<file path="config.mk">
export PLATFORM = sky130hd
export DESIGN_NAME = multi_mode_sort_key_comparator
export DESIGN_NICKNAME = d
export VERILOG_FILES = /design/src/design/mmskc_pkg.sv /design/src/design/mmskc_in_stage.sv /design/src/design/mmskc_order.sv /design/src/design/mmskc_out_stage.sv /design/src/design/multi_mode_sort_key_comparator.sv
export SDC_FILE = /design/constraint.sdc
export NUM_CORES = 1
export LEC_CHECK = 0
export BUFFER_PORTS_ARGS = -buffer_cell sky130_fd_sc_hd__buf_4
export CORE_ASPECT_RATIO = 1.75
export CORE_MARGIN = 3
export CORE_UTILIZATION = 58
export CTS_CLUSTER_DIAMETER = 50
export DETAILED_ROUTE_END_ITERATION = 12
export PLACE_DENSITY = 0.87
export SYNTH_ARGS = -nofsm -noshare
export SYNTH_HDL_FRONTEND = slang
export SYNTH_SLANG_ARGS = --single-unit
</file>
<file path="constraint.sdc">
create_clock -name i_clk -period 13 [get_ports i_clk]
set_input_delay 0 -clock i_clk [delete_from_list [all_inputs] [get_ports i_clk]]
set_output_delay 0 -clock i_clk [all_outputs]
set_load 0.1 [all_outputs]
</file>
<file path="src/design/mmskc_pkg.sv">
package mmskc_pkg;

    // Entry kinds
    localparam logic [2:0] KIND_SOURCE   = 3'd0;
    localparam logic [2:0] KIND_START    = 3'd1;
    localparam logic [2:0] KIND_END      = 3'd2;
    localparam logic [2:0] KIND_SORT_PAD = 3'd3;
    localparam logic [2:0] KIND_DIST_PAD = 3'd4;

    localparam int TDATA_W  = 128;
    localparam int TUSER_W  = 8;
    localparam int MDATA_W  = 8;

    typedef enum logic [2:0] {
        MODE_JOIN      = 3'd0,
        MODE_PAIRWISE  = 3'd1,
        MODE_END_FIRST = 3'd2,
        MODE_JOIN_ATTR = 3'd3,
        MODE_INDEX     = 3'd4,
        MODE_ALIGN     = 3'd5,
        MODE_PAD_LAST  = 3'd6,
        MODE_DEST      = 3'd7
    } t_mode;

    typedef struct packed {
        logic [2:0]  type_a;
        logic        eq_a;
        logic [31:0] join_a;
        logic [31:0] key_a;
        logic [2:0]  type_b;
        logic        eq_b;
        logic [31:0] join_b;
        logic [31:0] key_b;
        logic        last_element;
    } t_item;

    // Per-item decision terms handed from the compare logic to the result stage
    typedef struct packed {
        logic lt;        // answer for every mode but join-then-attrs
        logic head_dec;  // run head settles the answer (padding or join attribute)
        logic head_ans;
        logic key_ne;    // attribute pair differs
        logic key_lt;
    } t_verdict;

    // Boundary precedence: lower orders first
    function automatic logic [1:0] precedence(input logic [2:0] kind, input logic excl);
        logic [1:0] p;
        begin
            p = 2'd0;
            if (kind == KIND_SOURCE) begin
                p = 2'd2;
            end else if (kind == KIND_START) begin
                p = excl ? 2'd3 : 2'd1;
            end else if (kind == KIND_END) begin
                p = excl ? 2'd1 : 2'd3;
            end
            return p;
        end
    endfunction

endpackage

</file>
<file path="src/design/mmskc_in_stage.sv">
module mmskc_in_stage
    import mmskc_pkg::*;
(
    input  logic               i_clk,
    input  logic               i_rst_n,
    input  logic               i_valid,
    output logic               o_ready,
    input  logic [TDATA_W-1:0] i_data,
    input  logic [TUSER_W-1:0] i_user,
    input  logic               i_last,
    output logic               o_valid,
    input  logic               i_advance,
    output t_item              o_item
);

    logic  r_vld;
    t_item r_item;
    t_item n_item;

    assign o_ready = !r_vld || i_advance;
    assign o_valid = r_vld;
    assign o_item  = r_item;

    always_comb begin
        n_item.type_a       = i_user[2:0];
        n_item.eq_a         = i_user[3];
        n_item.join_a       = i_data[31:0];
        n_item.key_a        = i_data[63:32];
        n_item.type_b       = i_user[6:4];
        n_item.eq_b         = i_user[7];
        n_item.join_b       = i_data[95:64];
        n_item.key_b        = i_data[127:96];
        n_item.last_element = i_last;
    end

    always_ff @(posedge i_clk) begin
        if (!i_rst_n) begin
            r_vld <= 1'b0;
        end else if (o_ready) begin
            r_vld <= i_valid;
        end
    end

    // payload needs no reset
    always_ff @(posedge i_clk) begin
        if (i_valid && o_ready) begin
            r_item <= n_item;
        end
    end

endmodule

</file>
<file path="src/design/mmskc_order.sv">
module mmskc_order
    import mmskc_pkg::*;
(
    input  t_mode    i_mode,
    input  t_item    i_item,
    output t_verdict o_verdict
);

    logic pad_a, pad_b, spad_a, spad_b;
    logic join_ne, join_lt, key_ne, key_lt;
    logic tgt_a, tgt_b, end_a, end_b;
    logic lt;

    assign spad_a  = (i_item.type_a == KIND_SORT_PAD);
    assign spad_b  = (i_item.type_b == KIND_SORT_PAD);
    assign join_ne = (i_item.join_a != i_item.join_b);
    assign join_lt = ($signed(i_item.join_a) < $signed(i_item.join_b));
    assign key_ne  = (i_item.key_a != i_item.key_b);
    assign key_lt  = ($signed(i_item.key_a) < $signed(i_item.key_b));
    assign tgt_a   = (i_item.type_a == KIND_START) || (i_item.type_a == KIND_END);
    assign tgt_b   = (i_item.type_b == KIND_START) || (i_item.type_b == KIND_END);
    assign end_a   = (i_item.type_a == KIND_END);
    assign end_b   = (i_item.type_b == KIND_END);

    // padding-last mode also drops distribution padding to the back
    assign pad_a = spad_a || ((i_mode == MODE_PAD_LAST) && (i_item.type_a == KIND_DIST_PAD));
    assign pad_b = spad_b || ((i_mode == MODE_PAD_LAST) && (i_item.type_b == KIND_DIST_PAD));

    always_comb begin
        lt = key_lt;
        if (pad_a != pad_b) begin
            lt = pad_b;
        end else begin
            unique case (i_mode)
                MODE_JOIN: begin
                    if (join_ne) begin
                        lt = join_lt;
                    end else begin
                        lt = precedence(i_item.type_a, i_item.eq_a)
                           < precedence(i_item.type_b, i_item.eq_b);
                    end
                end
                MODE_PAIRWISE: begin
                    if (tgt_a != tgt_b) begin
                        lt = tgt_a;
                    end else if (key_ne) begin
                        lt = key_lt;
                    end else begin
                        lt = (i_item.type_a == KIND_START) && end_b;
                    end
                end
                MODE_END_FIRST: begin
                    lt = (end_a != end_b) ? end_a : key_lt;
                end
                default: begin
                    lt = key_lt;
                end
            endcase
        end
    end

    assign o_verdict.lt       = lt;
    assign o_verdict.head_dec = (spad_a != spad_b) || join_ne;
    assign o_verdict.head_ans = (spad_a != spad_b) ? spad_b : join_lt;
    assign o_verdict.key_ne   = key_ne;
    assign o_verdict.key_lt   = key_lt;

endmodule

</file>
<file path="src/design/mmskc_out_stage.sv">
module mmskc_out_stage
    import mmskc_pkg::*;
(
    input  logic     i_clk,
    input  logic     i_rst_n,
    input  t_mode    i_mode,
    input  logic     i_valid,
    input  logic     i_last,
    input  t_verdict i_verdict,
    output logic     o_advance,
    output logic     o_valid,
    input  logic     i_ready,
    output logic     o_lt
);

    logic r_started, r_decided, r_answer;
    logic n_started, n_decided, n_answer;
    logic r_out_vld, r_out_lt;
    logic n_out_vld, n_out_lt;
    logic dec0, ans0, dec1, ans1;
    logic slot_free;

    assign slot_free = !r_out_vld || i_ready;
    assign o_advance = i_valid && slot_free;
    assign o_valid   = r_out_vld;
    assign o_lt      = r_out_lt;

    always_comb begin
        // head decision only on the first beat of a run
        dec0 = r_decided;
        ans0 = r_answer;
        if (!r_started && !r_decided && i_verdict.head_dec) begin
            dec0 = 1'b1;
            ans0 = i_verdict.head_ans;
        end
        dec1 = dec0;
        ans1 = ans0;
        if (!dec0 && i_verdict.key_ne) begin
            dec1 = 1'b1;
            ans1 = i_verdict.key_lt;
        end

        n_started = r_started;
        n_decided = r_decided;
        n_answer  = r_answer;
        n_out_vld = r_out_vld && !i_ready;
        n_out_lt  = r_out_lt;
        if (o_advance) begin
            if (i_mode == MODE_JOIN_ATTR) begin
                if (i_last) begin
                    n_out_vld = 1'b1;
                    n_out_lt  = ans1;
                    n_started = 1'b0;
                    n_decided = 1'b0;
                    n_answer  = 1'b0;
                end else begin
                    n_started = 1'b1;
                    n_decided = dec1;
                    n_answer  = ans1;
                end
            end else begin
                n_out_vld = 1'b1;
                n_out_lt  = i_verdict.lt;
                n_started = 1'b0;
                n_decided = 1'b0;
                n_answer  = 1'b0;
            end
        end
    end

    always_ff @(posedge i_clk) begin
        if (!i_rst_n) begin
            r_started <= 1'b0;
            r_decided <= 1'b0;
            r_answer  <= 1'b0;
            r_out_vld <= 1'b0;
        end else begin
            r_started <= n_started;
            r_decided <= n_decided;
            r_answer  <= n_answer;
            r_out_vld <= n_out_vld;
        end
    end

    always_ff @(posedge i_clk) begin
        r_out_lt <= n_out_lt;
    end

endmodule

</file>
<file path="src/design/multi_mode_sort_key_comparator.sv">
// Sort-key comparator for a merge-sort engine: tells whether entry A orders
// strictly before entry B under one of eight modes set by compare_mode.
// Slave channel (s_axis_*): one beat per comparison. tdata carries join_a,
// key_a, join_b, key_b; tuser carries the kinds and boundary flags; tlast
// marks the final attribute pair of a run in join-then-attrs mode.
// Master channel (m_axis_*): one beat per answer, a_less_than_b in bit 0.
// Every beat yields an answer, except in join-then-attrs mode where only the
// beat with tlast set yields one (for the whole run).
// Path: a beat is taken into the input register; the compare logic then feeds
// its answer into the output register.
// Throughput: one beat per cycle while the output is not stalled, set by the single compare stage.
// Stall: while the receiver holds m_axis_tready low the output register holds
// its beat, the input register fills, and s_axis_tready drops after that.
// Reset (i_rst_n low, synchronous): both registers empty, run state cleared,
// compare_mode back to join ordering. Write compare_mode via i_cfg_we while
// no beat is in flight.
module multi_mode_sort_key_comparator
    import mmskc_pkg::*;
(
    input  logic               i_clk,
    input  logic               i_rst_n,
    // configuration
    input  logic               i_cfg_we,
    input  logic [2:0]         i_cfg_wdata,   // compare_mode
    // input stream
    input  logic               s_axis_tvalid,
    output logic               s_axis_tready,
    // [31:0] join_a, [63:32] key_a, [95:64] join_b, [127:96] key_b
    input  logic [TDATA_W-1:0] s_axis_tdata,
    // [2:0] type_a, [3] eq_a, [6:4] type_b, [7] eq_b
    input  logic [TUSER_W-1:0] s_axis_tuser,
    input  logic               s_axis_tlast,  // last_element
    // result stream
    output logic               m_axis_tvalid,
    input  logic               m_axis_tready,
    // [0] a_less_than_b, [7:1] zero
    output logic [MDATA_W-1:0] m_axis_tdata
);

    t_mode    r_mode;
    t_item    item;
    t_verdict verdict;
    logic     item_vld;
    logic     advance;
    logic     lt;

    // mode register: no read-back; the user must write it only while idle, the block does not enforce it
    always_ff @(posedge i_clk) begin
        if (!i_rst_n) begin
            r_mode <= MODE_JOIN;
        end else if (i_cfg_we) begin
            r_mode <= t_mode'(i_cfg_wdata);
        end
    end

    // capture the beat
    mmskc_in_stage u_in (
        .i_clk     (i_clk),
        .i_rst_n   (i_rst_n),
        .i_valid   (s_axis_tvalid),
        .o_ready   (s_axis_tready),
        .i_data    (s_axis_tdata),
        .i_user    (s_axis_tuser),
        .i_last    (s_axis_tlast),
        .o_valid   (item_vld),
        .i_advance (advance),
        .o_item    (item)
    );

    // ordering decision, purely combinational
    mmskc_order u_order (
        .i_mode    (r_mode),
        .i_item    (item),
        .o_verdict (verdict)
    );

    // run state and result register
    mmskc_out_stage u_out (
        .i_clk     (i_clk),
        .i_rst_n   (i_rst_n),
        .i_mode    (r_mode),
        .i_valid   (item_vld),
        .i_last    (item.last_element),
        .i_verdict (verdict),
        .o_advance (advance),
        .o_valid   (m_axis_tvalid),
        .i_ready   (m_axis_tready),
        .o_lt      (lt)
    );

    assign m_axis_tdata = {{(MDATA_W-1){1'b0}}, lt};

endmodule
</file>
==> results.json <==
{
  "regToRegStartpoint": "u_in.o_item[127]",
  "finClkSkew_ns": 0.0129,
  "synth_top_cell_by_area": "edfxtp_1",
  "die_area_um2": 12600,
  "clock_sinks": 146,
  "maxSlewHeadroom_pct": 38.0,
  "slowest_stage": "nor4_1",
  "wl_per_cell_um": 22.5,
  "num_rows": 50,
  "ir_worst_vdd_mv": 0.137,
  "crit_path_max_fanout": 4,
  "p_leak_nw": 4.31,
  "rr_endpoint": "u_out.o_lt",
  "fmax_ghz": 0.335,
  "grt_max_degree": 72,
  "syn_area_um2": 6530,
  "synth_edf_count": 138,
  "io_pins": 155,
  "worst_pin_slew_ns": 0.930,
  "num_vias": 5347,
  "die_h_um": 146,
  "core_um2": 10800,
  "syn_to_final_growth_pct": 51.2,
  "slew_violations": 0,
  "use_met3_pct": 7.91,
  "hold_viol_final": 0,
  "cp_num_buf_inv": 0,
  "worst-r2r-cell-count": 9,
  "start_util_pct": 60.3,
  "rrSetupSlack_ns": 10.02,
  "fp.dieW_um": 86.2,
  "path_cells": "ha_1, nand4_1, nor4_1, nor3b_2, a31oi_1, nor3_1, nor2_1, o221ai_2, a211oi_1",
  "post-route-min-period_ns": 2.98,
  "cts_hold_buffers": 149,
  "synth_top_area_share_pct": 63.5,
  "ys_types": 48,
  "met1_usage_pct": 32.4,
  "drt_iter0_drc": 434,
  "insertion_delay_ns": 0.43,
  "worstSetupPathType": "reg2reg",
  "met2_usage_pct": 62.1,
  "drive_gt1_share_pct": 23.5,
  "worstPathRequired_ns": 13.16,
  "slowest_delay_ns": 0.44,
  "crit_family": "simple AND/OR/NAND/NOR gates",
  "numCtsBuffers": 17,
  "postCtsResizedCells": 0,
  "dr.pass1.iters": 7,
  "drc": 0,
  "ant_nets": 0,
  "synthFlopType": "edfxtp_1",
  "placed_cells": 745,
  "antenna_found_initial": 1,
  "ys_seq_elements": 146,
  "post_cts_buffers": 0,
  "cts_tree": "yes",
  "cts.clk_slew.worst_paths_ns": 0.07,
  "nets": 993,
  "grt_pass1_wl_um": 31200,
  "grt_overflow_total": 0,
  "rsz0062_at_grt": "no",
  "hold-path-cell-count": 2,
  "setup_viol": 0,
  "track_usage_pct": 33.9,
  "hold_end": "u_in.o_item[131]",
  "final.setup.tns_ns": 0,
  "htreeDepth": 4,
  "synth-async-reset-ratio_pct": 0,
  "end_kind": "register",
  "gp_congestion": 0.844,
  "start_kind": "register",
  "ys_seq_area_share_pct": 65.9,
  "max_cap_viol_count": 0,
  "hp-class": "in2reg",
  "placed_area_um2": 7760,
  "totalWireLength_um": 20800,
  "synth.area.top_cells": "edfxtp_1 (63%), ha_1 (12%), inv_1 (4.1%)",
  "dp_hpwl_um": 9910,
  "syn_inst": 471,
  "power_density_nw_per_um2": 127,
  "grt_pass1_vias": 6008,
  "utilization_pct": 91.2,
  "outcome": "complete, no violations",
  "final_cells": 927,
  "min_from": "s_axis_tdata[30]",
  "portBuffers": 147,
  "setup_slack_ns": 10.02,
  "place_ws_ns": 10.38,
  "finalInstanceArea_um2": 9870,
  "postSynthAreaPerCell_um2": 13.9,
  "fin_crit_sh_pct": 22.9,
  "vias_per_cell": 5.77,
  "yosysWarningCount": 0,
  "cts-root-buf": "clkbuf_16",
  "clk_path_buf_depth": 2,
  "grt.busiest_layer": "met2",
  "arrival_ns": 3.14
}
worst max-delay path by stage:
stage	slack, ns	endpoint	from	cells after the start
3_5_place_dp	10.38	u_out.o_lt	u_in.o_item[83]	8
5_1_grt	9.94	u_out.o_lt	u_in.o_item[127]	9
4_1_cts	10.37	u_out.o_lt	u_in.o_item[12]	9
3_3_place_gp	10.37	u_out.o_lt	u_in.o_item[84]	8
6_report	10.02	u_out.o_lt	u_in.o_item[127]	9
2_1_floorplan	7.60	u_in.o_item[0]	u_out.o_valid	2
layout make-up:
type | count | area (um^2)
diodes | 1 | 2.50
clock buffers | 18 | 429
clock inverters | 14 | 188
fillers | 376 | 955
inverters | 71 | 267
multi-input cells | 250 | 1910
flip-flops and latches | 146 | 4300
well taps | 130 | 163
repair buffers | 297 | 2600
registers in the layout, indices dropped and copies added, names as in the netlist:
name and count:
u_in.o_item 137, u_out.r_answer 1, u_out.o_lt 1, r_mode 3, u_out.o_valid 1, u_out.r_started 1, u_out.r_decided 1, u_in.o_valid 1
power breakdown:
part	switching [mW]	internal (mW)
combinational	0.0845	0.0871
clock	0.203	0.320
sequential	0.0142	0.546
total	0.302	0.954
layout by cell type, fill, tap and decap left out, drive strengths merged, types with 11 or more instances in the layout:
master,instances
a21oi,33
buf,148
clkbuf,18
dlygate4sd3,149
edfxtp,138
ha,65
inv,72
nand2,28
nand4,14
nor2,13
o21ai,11
logic make-up after synthesis:
kind of cell | count (synthesis) | share of synthesized area (%)
buffers and inverters | 81 | 5.14
adders and majority gates | 66 | 12.6
muxes | 4 | 0.613
DFF | 146 | 65.9
and+or+nand+nor | 94 | 7.80
xor gates and xnor gates | 3 | 0.403
AOI/OAI and AO/OA | 76 | 7.42
other | 1 | 0.0574
synthesized netlist by cell type, types with 2 or more instances:
cell	count
buf_4	8
nand3b_1	2
mux2i_1	4
nor3_1	4
nand2b_1	3
o211ai_1	2
a211oi_1	3
nor2b_1	9
inv_1	71
nor2_1	13
a21oi_1	33
o31ai_1	3
a221oi_1	2
nor4_1	3
ha_1	65
nor3b_2	2
a21o_1	5
dfxtp_1	8
xnor2_1	3
nand4_1	13
o21a_1	3
nand3_1	8
nand2_1	27
a21boi_0	3
and3b_1	2
edfxtp_1	138
nor3b_1	3
o21ai_0	11
through the flow:
stage                     power [mW]  hold slack (ns)
after floorplan                0.634           0.0989
after global placement         0.677            0.178
after detailed placement       0.685            0.179
after CTS                       1.23            0.282
after global routing            1.29            0.283
final                           1.26            0.281
per-layer routing:
layer,vias up,wire length [um]
li1,2350,-
met4,0,1550
met5,-,0
met1,2567,6480
met2,311,11700
met3,119,1130
Note: power is estimated with default switching activity, not from simulation.
